## src/hw/rtl/iexu_pkg.sv

```systemverilog
// ----------------------------------------------------------------------------
// iexu_pkg
// Shared types and constants for the integer execute unit: operation codes,
// memory access sizes, the input and result transaction layouts.
// ----------------------------------------------------------------------------
package iexu_pkg;

    typedef enum logic [5:0] {
        OP_LB          = 6'd0,
        OP_LH          = 6'd1,
        OP_LW          = 6'd2,
        OP_LBU         = 6'd3,
        OP_LHU         = 6'd4,
        OP_SB          = 6'd5,
        OP_SH          = 6'd6,
        OP_SW          = 6'd7,
        OP_ADD         = 6'd8,
        OP_SUB         = 6'd9,
        OP_SLL         = 6'd10,
        OP_SLT         = 6'd11,
        OP_SLTU        = 6'd12,
        OP_XOR         = 6'd13,
        OP_SRL         = 6'd14,
        OP_SRA         = 6'd15,
        OP_OR          = 6'd16,
        OP_AND         = 6'd17,
        OP_ADDI        = 6'd18,
        OP_SLTI        = 6'd19,
        OP_SLTIU       = 6'd20,
        OP_XORI        = 6'd21,
        OP_ORI         = 6'd22,
        OP_ANDI        = 6'd23,
        OP_SLLI        = 6'd24,
        OP_SRLI        = 6'd25,
        OP_SRAI        = 6'd26,
        OP_LUI         = 6'd27,
        OP_AUIPC       = 6'd28,
        OP_BEQ         = 6'd29,
        OP_BNE         = 6'd30,
        OP_BLT         = 6'd31,
        OP_BGE         = 6'd32,
        OP_BLTU        = 6'd33,
        OP_BGEU        = 6'd34,
        OP_JAL         = 6'd35,
        OP_JALR        = 6'd36,
        OP_ECALL       = 6'd37,
        OP_LOAD_RETURN = 6'd38
    } op_t;

    localparam logic [1:0] SIZE_BYTE = 2'd0;
    localparam logic [1:0] SIZE_HALF = 2'd1;
    localparam logic [1:0] SIZE_WORD = 2'd2;

    localparam logic [31:0] PC_STEP = 32'd4;

    typedef struct packed {
        logic [5:0]         operation;
        logic [3:0]         dest_reg;
        logic [3:0]         src_reg_a;
        logic [3:0]         src_reg_b;
        logic signed [31:0] immediate;
        logic [31:0]        load_data;
    } in_item_t;

    typedef struct packed {
        logic [31:0] next_pc;
        logic        mem_valid;
        logic        mem_write;
        logic [31:0] mem_addr;
        logic [1:0]  mem_size;
        logic [31:0] mem_wdata;
        logic        wb_valid;
        logic [3:0]  wb_index;
        logic [31:0] wb_value;
        logic        halted;
    } out_item_t;

    // load in flight, filled in by a load request and used by load_return
    typedef struct packed {
        logic [3:0] dest;
        logic [1:0] size;
        logic       sgn;
    } pend_t;

endpackage

```

## src/hw/rtl/rv32e_execute_unit.sv

```systemverilog
// ----------------------------------------------------------------------------
// rv32e_execute_unit
// Integer execute unit for decoded RV32E instructions with a 16-entry
// register file, PC, load/store request generation and ECALL halt.
// ----------------------------------------------------------------------------
// Stages: register file read at input accept, then execute into the output register.
// Throughput: 1 transaction per cycle unless the output stalls; regfile read at accept,
//   written at execute; a same-cycle write-to-read bypass covers back-to-back.
// Reset: PC 0, halt and pending load cleared, register file valid bits cleared
//   at once (entries read 0 until written); no clearing pass.
module rv32e_execute_unit
    import iexu_pkg::*;
#(
    parameter int NUM_REGS = 16
)
(
    input  logic        clk,
    input  logic        rst_n,
    input  logic        cfg_wr_en,
    input  logic [31:0] cfg_wr_data,
    input  logic        in_valid,
    output logic        in_stall,
    input  in_item_t    in_data,
    output logic        out_valid,
    input  logic        out_stall,
    output out_item_t   out_data
);

    localparam int IDX_W = $clog2(NUM_REGS);

    logic        accept;
    logic        ex_adv;
    logic        ex_vld_reg;
    logic        ex_vld_next;
    in_item_t    ex_item_reg;
    logic        out_vld_reg;
    logic        out_vld_next;
    out_item_t   out_data_reg;
    logic [31:0] pc_reg;
    logic        halt_reg;
    pend_t       pend_reg;

    logic [31:0]      src_a;
    logic [31:0]      src_b;
    out_item_t        res;
    logic             halt_next;
    pend_t            pend_next;
    logic             wr_en;
    logic [IDX_W-1:0] wr_addr;

    assign ex_adv   = ex_vld_reg && (!out_vld_reg || !out_stall);
    assign in_stall = ex_vld_reg && !ex_adv;
    assign accept   = in_valid && !in_stall;

    assign wr_en   = ex_adv && res.wb_valid;
    assign wr_addr = IDX_W'(res.wb_index);

    iexu_regfile #(
        .NUM_REGS (NUM_REGS)
    ) u_regfile (
        .clk       (clk),
        .rst_n     (rst_n),
        .rd_en     (accept),
        .rd_addr_a (IDX_W'(in_data.src_reg_a)),
        .rd_addr_b (IDX_W'(in_data.src_reg_b)),
        .rd_data_a (src_a),
        .rd_data_b (src_b),
        .wr_en     (wr_en),
        .wr_addr   (wr_addr),
        .wr_data   (res.wb_value)
    );

    iexu_exec #(
        .NUM_REGS (NUM_REGS)
    ) u_exec (
        .item      (ex_item_reg),
        .src_a     (src_a),
        .src_b     (src_b),
        .pc        (pc_reg),
        .halt      (halt_reg),
        .pend      (pend_reg),
        .res       (res),
        .halt_next (halt_next),
        .pend_next (pend_next)
    );

    always_comb
    begin
        ex_vld_next = ex_vld_reg;
        if (accept)
        begin
            ex_vld_next = 1'b1;
        end
        else if (ex_adv)
        begin
            ex_vld_next = 1'b0;
        end

        out_vld_next = out_vld_reg;
        if (ex_adv)
        begin
            out_vld_next = 1'b1;
        end
        else if (!out_stall)
        begin
            out_vld_next = 1'b0;
        end
    end

    always_ff @(posedge clk or negedge rst_n)
    begin
        if (!rst_n)
        begin
            ex_vld_reg  <= 1'b0;
            out_vld_reg <= 1'b0;
            pc_reg      <= '0;
            halt_reg    <= 1'b0;
            pend_reg    <= '0;
        end
        else
        begin
            ex_vld_reg  <= ex_vld_next;
            out_vld_reg <= out_vld_next;
            if (cfg_wr_en)
            begin
                pc_reg <= cfg_wr_data;
            end
            else if (ex_adv)
            begin
                pc_reg <= res.next_pc;
            end
            if (ex_adv)
            begin
                halt_reg <= halt_next;
                pend_reg <= pend_next;
            end
        end
    end

    always_ff @(posedge clk)
    begin
        if (accept)
        begin
            ex_item_reg <= in_data;
        end
        if (ex_adv)
        begin
            out_data_reg <= res;
        end
    end

    assign out_valid = out_vld_reg;
    assign out_data  = out_data_reg;

    // halt is sticky until reset
    a_halt_sticky: assert property (@(posedge clk) disable iff (!rst_n)
        halt_reg |=> halt_reg)
        else $error("halt flag cleared without reset");

    a_halt_no_write: assert property (@(posedge clk) disable iff (!rst_n)
        halt_reg |-> !wr_en)
        else $error("register file written while halted");

    a_halt_pc_hold: assert property (@(posedge clk) disable iff (!rst_n)
        halt_reg && !cfg_wr_en |=> $stable(pc_reg))
        else $error("PC moved while halted");

    a_no_x0_write: assert property (@(posedge clk) disable iff (!rst_n)
        wr_en |-> wr_addr != '0)
        else $error("write to x0");

    a_no_overrun: assert property (@(posedge clk) disable iff (!rst_n)
        out_vld_reg && out_stall |-> !ex_adv)
        else $error("execute advanced into a full output register");

endmodule

```

## src/hw/rtl/iexu_regfile.sv

```systemverilog
// ----------------------------------------------------------------------------
// iexu_regfile
// Register file memory: one write port, two registered read ports with
// write-to-read bypass. Per-entry valid bits make unwritten entries read 0.
// ----------------------------------------------------------------------------
module iexu_regfile
    import iexu_pkg::*;
#(
    parameter int NUM_REGS = 16,
    parameter int IDX_W    = $clog2(NUM_REGS)
)
(
    input  logic             clk,
    input  logic             rst_n,
    input  logic             rd_en,
    input  logic [IDX_W-1:0] rd_addr_a,
    input  logic [IDX_W-1:0] rd_addr_b,
    output logic [31:0]      rd_data_a,
    output logic [31:0]      rd_data_b,
    input  logic             wr_en,
    input  logic [IDX_W-1:0] wr_addr,
    input  logic [31:0]      wr_data
);

    logic [31:0] mem_reg [NUM_REGS];
    logic        vld_reg [NUM_REGS];
    logic [31:0] rd_data_a_reg;
    logic [31:0] rd_data_b_reg;

    always_ff @(posedge clk)
    begin
        if (wr_en)
        begin
            mem_reg[wr_addr] <= wr_data;
        end
    end

    always_ff @(posedge clk or negedge rst_n)
    begin
        if (!rst_n)
        begin
            for (int i = 0; i < NUM_REGS; i++)
            begin
                vld_reg[i] <= 1'b0;
            end
        end
        else if (wr_en)
        begin
            vld_reg[wr_addr] <= 1'b1;
        end
    end

    // a write in the same cycle wins over the stored entry
    always_ff @(posedge clk)
    begin
        if (rd_en)
        begin
            if (wr_en && wr_addr == rd_addr_a)
            begin
                rd_data_a_reg <= wr_data;
            end
            else if (vld_reg[rd_addr_a])
            begin
                rd_data_a_reg <= mem_reg[rd_addr_a];
            end
            else
            begin
                rd_data_a_reg <= '0;
            end

            if (wr_en && wr_addr == rd_addr_b)
            begin
                rd_data_b_reg <= wr_data;
            end
            else if (vld_reg[rd_addr_b])
            begin
                rd_data_b_reg <= mem_reg[rd_addr_b];
            end
            else
            begin
                rd_data_b_reg <= '0;
            end
        end
    end

    assign rd_data_a = rd_data_a_reg;
    assign rd_data_b = rd_data_b_reg;

endmodule

```

## src/hw/rtl/iexu_exec.sv

```systemverilog
// ----------------------------------------------------------------------------
// iexu_exec
// Execute logic: ALU, branch and jump resolution, memory request forming,
// load return extension, and the next halt and pending-load state.
// ----------------------------------------------------------------------------
module iexu_exec
    import iexu_pkg::*;
#(
    parameter int NUM_REGS = 16
)
(
    input  in_item_t    item,
    input  logic [31:0] src_a,
    input  logic [31:0] src_b,
    input  logic [31:0] pc,
    input  logic        halt,
    input  pend_t       pend,
    output out_item_t   res,
    output logic        halt_next,
    output pend_t       pend_next
);

    logic [31:0] imm;
    logic [31:0] pc_inc;
    logic [31:0] pc_tgt;
    logic [31:0] ea;
    logic        lt_ab;
    logic        ltu_ab;
    logic        lt_ai;
    logic        ltu_ai;
    logic        wr;
    logic [3:0]  wr_idx;
    logic [31:0] wv;
    logic        take;
    logic [31:0] npc;

    assign imm    = item.immediate;
    assign pc_inc = pc + PC_STEP;
    assign pc_tgt = pc + imm;
    assign ea     = src_a + imm;
    assign lt_ab  = $signed(src_a) < $signed(src_b);
    assign ltu_ab = src_a < src_b;
    assign lt_ai  = $signed(src_a) < $signed(imm);
    assign ltu_ai = src_a < imm;

    always_comb
    begin
        res       = '0;
        pend_next = pend;
        halt_next = halt;
        wr        = 1'b0;
        wr_idx    = item.dest_reg;
        wv        = '0;
        take      = 1'b0;
        npc       = pc_inc;

        if (halt)
        begin
            npc = pc;
        end
        else
        begin
            unique case (item.operation)
                OP_LB, OP_LH, OP_LW, OP_LBU, OP_LHU:
                begin
                    res.mem_valid = 1'b1;
                    res.mem_addr  = ea;
                    if (item.operation == OP_LB || item.operation == OP_LBU)
                    begin
                        res.mem_size = SIZE_BYTE;
                    end
                    else if (item.operation == OP_LW)
                    begin
                        res.mem_size = SIZE_WORD;
                    end
                    else
                    begin
                        res.mem_size = SIZE_HALF;
                    end
                    pend_next.dest = item.dest_reg;
                    pend_next.size = res.mem_size;
                    pend_next.sgn  = item.operation == OP_LB || item.operation == OP_LH
                                     || item.operation == OP_LW;
                end
                OP_SB:
                begin
                    res.mem_valid = 1'b1;
                    res.mem_write = 1'b1;
                    res.mem_addr  = ea;
                    res.mem_size  = SIZE_BYTE;
                    res.mem_wdata = {24'd0, src_b[7:0]};
                end
                OP_SH:
                begin
                    res.mem_valid = 1'b1;
                    res.mem_write = 1'b1;
                    res.mem_addr  = ea;
                    res.mem_size  = SIZE_HALF;
                    res.mem_wdata = {16'd0, src_b[15:0]};
                end
                OP_SW:
                begin
                    res.mem_valid = 1'b1;
                    res.mem_write = 1'b1;
                    res.mem_addr  = ea;
                    res.mem_size  = SIZE_WORD;
                    res.mem_wdata = src_b;
                end
                OP_LOAD_RETURN:
                begin
                    npc    = pc;
                    wr     = 1'b1;
                    wr_idx = pend.dest;
                    if (pend.size == SIZE_BYTE)
                    begin
                        wv = {{24{pend.sgn & item.load_data[7]}}, item.load_data[7:0]};
                    end
                    else if (pend.size == SIZE_HALF)
                    begin
                        wv = {{16{pend.sgn & item.load_data[15]}}, item.load_data[15:0]};
                    end
                    else
                    begin
                        wv = item.load_data;
                    end
                end
                OP_ECALL:
                begin
                    halt_next = 1'b1;
                end
                OP_ADD:   begin wr = 1'b1; wv = src_a + src_b; end
                OP_SUB:   begin wr = 1'b1; wv = src_a - src_b; end
                OP_SLL:   begin wr = 1'b1; wv = src_a << src_b[4:0]; end
                OP_SLT:   begin wr = 1'b1; wv = {31'd0, lt_ab}; end
                OP_SLTU:  begin wr = 1'b1; wv = {31'd0, ltu_ab}; end
                OP_XOR:   begin wr = 1'b1; wv = src_a ^ src_b; end
                OP_SRL:   begin wr = 1'b1; wv = src_a >> src_b[4:0]; end
                OP_SRA:   begin wr = 1'b1; wv = 32'($signed(src_a) >>> src_b[4:0]); end
                OP_OR:    begin wr = 1'b1; wv = src_a | src_b; end
                OP_AND:   begin wr = 1'b1; wv = src_a & src_b; end
                OP_ADDI:  begin wr = 1'b1; wv = ea; end
                OP_SLTI:  begin wr = 1'b1; wv = {31'd0, lt_ai}; end
                OP_SLTIU: begin wr = 1'b1; wv = {31'd0, ltu_ai}; end
                OP_XORI:  begin wr = 1'b1; wv = src_a ^ imm; end
                OP_ORI:   begin wr = 1'b1; wv = src_a | imm; end
                OP_ANDI:  begin wr = 1'b1; wv = src_a & imm; end
                OP_SLLI:  begin wr = 1'b1; wv = src_a << imm[4:0]; end
                OP_SRLI:  begin wr = 1'b1; wv = src_a >> imm[4:0]; end
                OP_SRAI:  begin wr = 1'b1; wv = 32'($signed(src_a) >>> imm[4:0]); end
                OP_LUI:   begin wr = 1'b1; wv = imm; end
                OP_AUIPC: begin wr = 1'b1; wv = pc_tgt; end
                OP_JAL:
                begin
                    wr  = 1'b1;
                    wv  = pc_inc;
                    npc = pc_tgt;
                end
                OP_JALR:
                begin
                    wr  = 1'b1;
                    wv  = pc_inc;
                    npc = {ea[31:1], 1'b0};
                end
                OP_BEQ, OP_BNE, OP_BLT, OP_BGE, OP_BLTU, OP_BGEU:
                begin
                    unique case (item.operation)
                        OP_BEQ:  take = src_a == src_b;
                        OP_BNE:  take = src_a != src_b;
                        OP_BLT:  take = lt_ab;
                        OP_BGE:  take = !lt_ab;
                        OP_BLTU: take = ltu_ab;
                        default: take = !ltu_ab;
                    endcase
                    if (take)
                    begin
                        npc = pc_tgt;
                    end
                end
                default:
                begin
                    // undefined opcode: no effect at all
                    npc = pc;
                end
            endcase
        end

        if (wr_idx == 4'd0 || int'(wr_idx) >= NUM_REGS)
        begin
            wr = 1'b0;
        end

        res.next_pc  = npc;
        res.wb_valid = wr;
        res.wb_index = wr ? wr_idx : 4'd0;
        res.wb_value = wr ? wv : 32'd0;
        res.halted   = halt_next;
    end

endmodule

```

## config.mk

```make
export PLATFORM = sky130hd
export DESIGN_NAME = rv32e_execute_unit
export DESIGN_NICKNAME = d
export VERILOG_FILES = /design/src/hw/rtl/iexu_pkg.sv /design/src/hw/rtl/rv32e_execute_unit.sv /design/src/hw/rtl/iexu_regfile.sv /design/src/hw/rtl/iexu_exec.sv
export SDC_FILE = /design/constraint.sdc
export NUM_CORES = 2
export LEC_CHECK = 0
export BUFFER_PORTS_ARGS = -buffer_cell sky130_fd_sc_hd__buf_2
export CORE_MARGIN = 2
export CORE_UTILIZATION = 50
export DETAILED_ROUTE_END_ITERATION = 16
export PLACE_DENSITY = 0.64
export SYNTH_ARGS = -nofsm -noshare
export SYNTH_HDL_FRONTEND = slang
export SYNTH_SLANG_ARGS = --single-unit
```

## constraint.sdc

```tcl
create_clock -name clk -period 9.58 [get_ports clk]
set_input_delay 0.479 -clock clk [delete_from_list [all_inputs] [get_ports clk]]
set_output_delay 0.479 -clock clk [all_outputs]
set_load 0.02 [all_outputs]
```

==> results.env <==
DRT-WIRELENGTH-PER-CELL_UM=36.1
VIAS_PER_CELL=7.10
FIN_SKEW_NS=0.0493
TIMING.FMAX_MHz=148
TIMING_WORST_SETUP_PATH_TYPE='flip-flop to flip-flop'
LAYOUT-DRIVE-GT1-SHARE_PCT=20.3
PERIOD_NEEDED_NS=6.77
POST_CTS.REPAIR.SETUP_BUFFERS=0
TIMING.CRITICAL_PATH.FANOUT_MAX=30
TIMING.CRITICAL_PATH.FROM_TYPE='flip-flop'
PERIOD_SHARE_PCT=70.7
POWER.DENSITY_nW_PER_UM2=180
DETAILROUTE.VIA_COUNT=45500
SYNTH.LIB_CELLS_USED.DISTINCT=105
CTS_TREE='yes'
MAXIMUM_BUFFER_DEPTH_OF_THE_CLOCK_TREE=3
SETUP_TNS_NS=0
DESIGN.PORTCOUNT=259
CLOCK_INSERTION_DELAY_WORST_SKEW_NS=0.73
POWER.LEAKAGE_uW=0.0225
CP-END-KIND='flip-flop'
SYNTH_LARGEST_AREA_CELL='edfxtp_1'
GROUTE.USAGE.OVERALL_PCT=40.9
NETLIST_TOP_CELLS_AREA='edfxtp_1, mux4_2, ha_1'
TOTAL_NUMBER_OF_CLOCK_TREE_SINKS=846
CLKPWRFRAC_PCT=32.6
CTS-BUFFERS-INSERTED=91
CRITICAL_PATH.STARTPOINT='ex_item_reg[78]'
SYNTH.AVG_CELL_AREA_UM2=11.7
GRT_MAX_DEGREE=107
TIMING.HOLD.WS_NS=0.00528
GP_CONGESTION=1.18
YS_TOP_CELLS_BY_COUNT='edfxtp_1, nand2_1, nor2_1, mux4_2, a21oi_1'
POWER.COMBINATIONAL.FRACTION_PCT=27.0
YOSYS.CELL_COUNT.TOP_TYPE='edfxtp_1'
GRT_PASS1_VIAS=43100
MAX_SLEW.WORST_PIN.SLEW_NS=1.49
TOTAL_POWER_AFTER_LAYOUT_uW=11000
SW_PWR_uW=3760
AREA.GROWTH.SYNTH_TO_FINAL_PCT=12.9
DRT.ANTENNA.VIOLATING_NETS=0
DRT_PRE_ANTENNA_ITERS=7
FLOORPLAN.INITIALDENSITY_PCT=50.5
DATA_ARRIVAL_CRITICAL_PATH_NS=7.11
FINAL_CORE_UTIL_PCT=57.0
GRT_ANTENNA_BEFORE_REPAIR=20
POST_CTS_RESIZED=0
SW_FRAC_OF_TOTAL_PCT=34.1
CP_DATA_REQUIRED_TIME_NS=9.92
OUTCOME='complete, but fails checks'
FIN_MAX_SLEW_VIOS=1
MAXIMUM_VDD_IR_DROP_mV=0.151
DIE_W_UM=333
DIE_AREA_UM2=111000
DP.FINAL_HPWL_UM=162000
DESIGN.FINAL.NETS=5196
MIN-DELAY-PATH-CLASS='primary input to flip-flop'
LAYOUT.FILLER_CELLS=8873
ROUTED_WIRELENGTH_UM=231000
DETAIL_ROUTE.ITER0.VIOLATIONS=6682
HOLD_VIOL_FINAL=0
ROW_COUNT=120
SEQUENTIALPOWERSHARE_PCT=40.4
GATE_COUNT_POST_SYNTH=4644
ASR_FLOP_RATIO_SYNTH_PCT=6.86
FF2FF_SETUP_SLACK_NS=2.81
CORE_AREA_UM2=107000
WORST_HOLD_STARTPOINT='cfg_wr_data[1]'
BUFFER_PORTS.INSERTED=258
POWER_REPORT.INTERNAL_TOTAL_uW=7260
SYNTH_WARNINGS=0
GRT_REMAINING_OVERFLOW=0
MULTI_INPUT_AREA_UM2=27400
WHS_PATH_DEPTH=3
RR_STARTPOINT='ex_item_reg[78]'
CELL_AREA_AFTER_SYNTHESIS_UM2=54100
R2R_CELLS=13
HTREE_LEVELS=3
AREA.SEQUENTIAL_UM2=25100
MAXCAPVIOLCOUNT=1
YS.FLOP_TYPE='edfxtp_1'
DIE_H_UM=333
ROOT_BUFFER='clkbuf_16'
NETLIST.AREA_LEADER.SHARE_PCT=43.7
CLKTRANSATPATHREGS_NS=0.06
FAILED_CHECKS='capacitance limit, slew limit'
SYNTH-SEQ-AREA-SHARE_PCT=46.4
SLEW_HEADROOM_PCT=-0.255
FINALSETUPVIOLATIONS=0
FIRST_PASS_GRT_WIRE_LENGTH_UM=322000
EDFF_COUNT_SYNTH=788
FLIP_FLOP_COUNT_OF_THE_LARGEST_REGISTER_ALL_COPIES_AND_WORDS_ADDED=512
GRT_SETUP_UNREPAIRED='no'
DRCVIOLATIONCOUNT=0
FF_LATCH_COUNT_SYNTH=846
==> metrics by stage <==
| step | area (um^2) | instances | setup slack, ns |
|---|---|---|---|
| after floorplan | 54300 | 4675 | 3.81 |
| after global placement | 57200 | 6134 | 3.35 |
| after detailed placement | 57200 | 6134 | 3.16 |
| after CTS | 61100 | 6392 | 3.14 |
| after global routing | 61100 | 6392 | 2.57 |
| final | 61100 | 6400 | 2.81 |
==> final timing paths <==
| check | to |
|---|---|
| min reg2reg | u_regfile.vld_reg[15] |
| max in group asynchronous | out_valid |
| min in group asynchronous | halt_reg |
| max reg2reg | u_regfile.mem_reg[5][26] |
| max | u_regfile.mem_reg[5][26] |
| min | pc_reg[1] |
==> metal layers <==
layer,global-route usage (%),up-vias,part of all wire [%]
li1,-,18600,-
met1,52.2,22600,36
met2,61.3,3374,44
met3,11.2,836,12
met4,27.0,10,8.0
met5,0,-,0.031
==> worst max-delay path: stages (launching register included) <==
cell	delay, ns
edfxtp_1	0.77
nand4bb_1	0.33
buf_4	0.25
o21ai_0	0.45
and2_1	0.82
buf_4	0.42
mux2i_1	0.33
mux2i_1	0.16
a21oi_1	0.41
o22ai_1	0.18
a311oi_1	1.14
nand3_1	0.16
a211oi_1	0.54
nor2_1	0.39
==> power by group through the flow <==
stage / Sequential (uW) / Clock (uW) / Combinational [uW]
2_1_floorplan: 4520 / 0 / 1690
3_3_place_gp: 4510 / 0 / 2810
3_5_place_dp: 4520 / 0 / 2800
4_1_cts: 4440 / 3620 / 2840
5_1_grt: 4470 / 3760 / 3070
6_report: 4460 / 3590 / 2970
==> cell type report <==
type                            instances  area share (%)
Antenna cell                            8          0.0327
Sequential cell                       846            41.1
Clock inverter                         57            1.00
Timing Repair Buffer                  488            5.38
Tap cell                             1403            2.87
Multi-Input combinational cell       3345            44.9
Inverter                              143           0.890
Clock buffer                          110            3.89
==> cell usage in the layout, fill, tap and decap left out, drive strengths merged, types with 52 or more instances in the layout <==
| master | instances |
|---|---|
| nand2 | 362 |
| and2 | 55 |
| dfrtp | 58 |
| xnor2 | 99 |
| a21oi | 288 |
| edfxtp | 788 |
| nand3b | 52 |
| nor3 | 102 |
| a21o | 56 |
| o21ai | 295 |
| nand3 | 110 |
| dlygate4sd3 | 91 |
| nor2 | 353 |
| o211ai | 56 |
| inv | 145 |
| mux4 | 341 |
| clkbuf | 112 |
| ha | 158 |
| mux2i | 199 |
| buf | 395 |
==> cell families after synthesis <==
kind of cell               after synthesis  share of synthesized area, %
adders and majority gates              162                          3.80
DFF                                    846                          46.4
xor gates and xnor gates               145                          2.35
and+or+nand+nor                       1296                          11.6
muxes                                  575                          18.6
AOI/OAI and AO/OA                     1135                          13.7
other                                    1                       0.00693
buffers and inverters                  484                          3.57
==> timing repair <==
action	CTS	global route
setup endpoints to repair	0	0
hold endpoints to repair	112	0
hold buffers	91	0
Note: power is estimated with default switching activity, not from simulation.
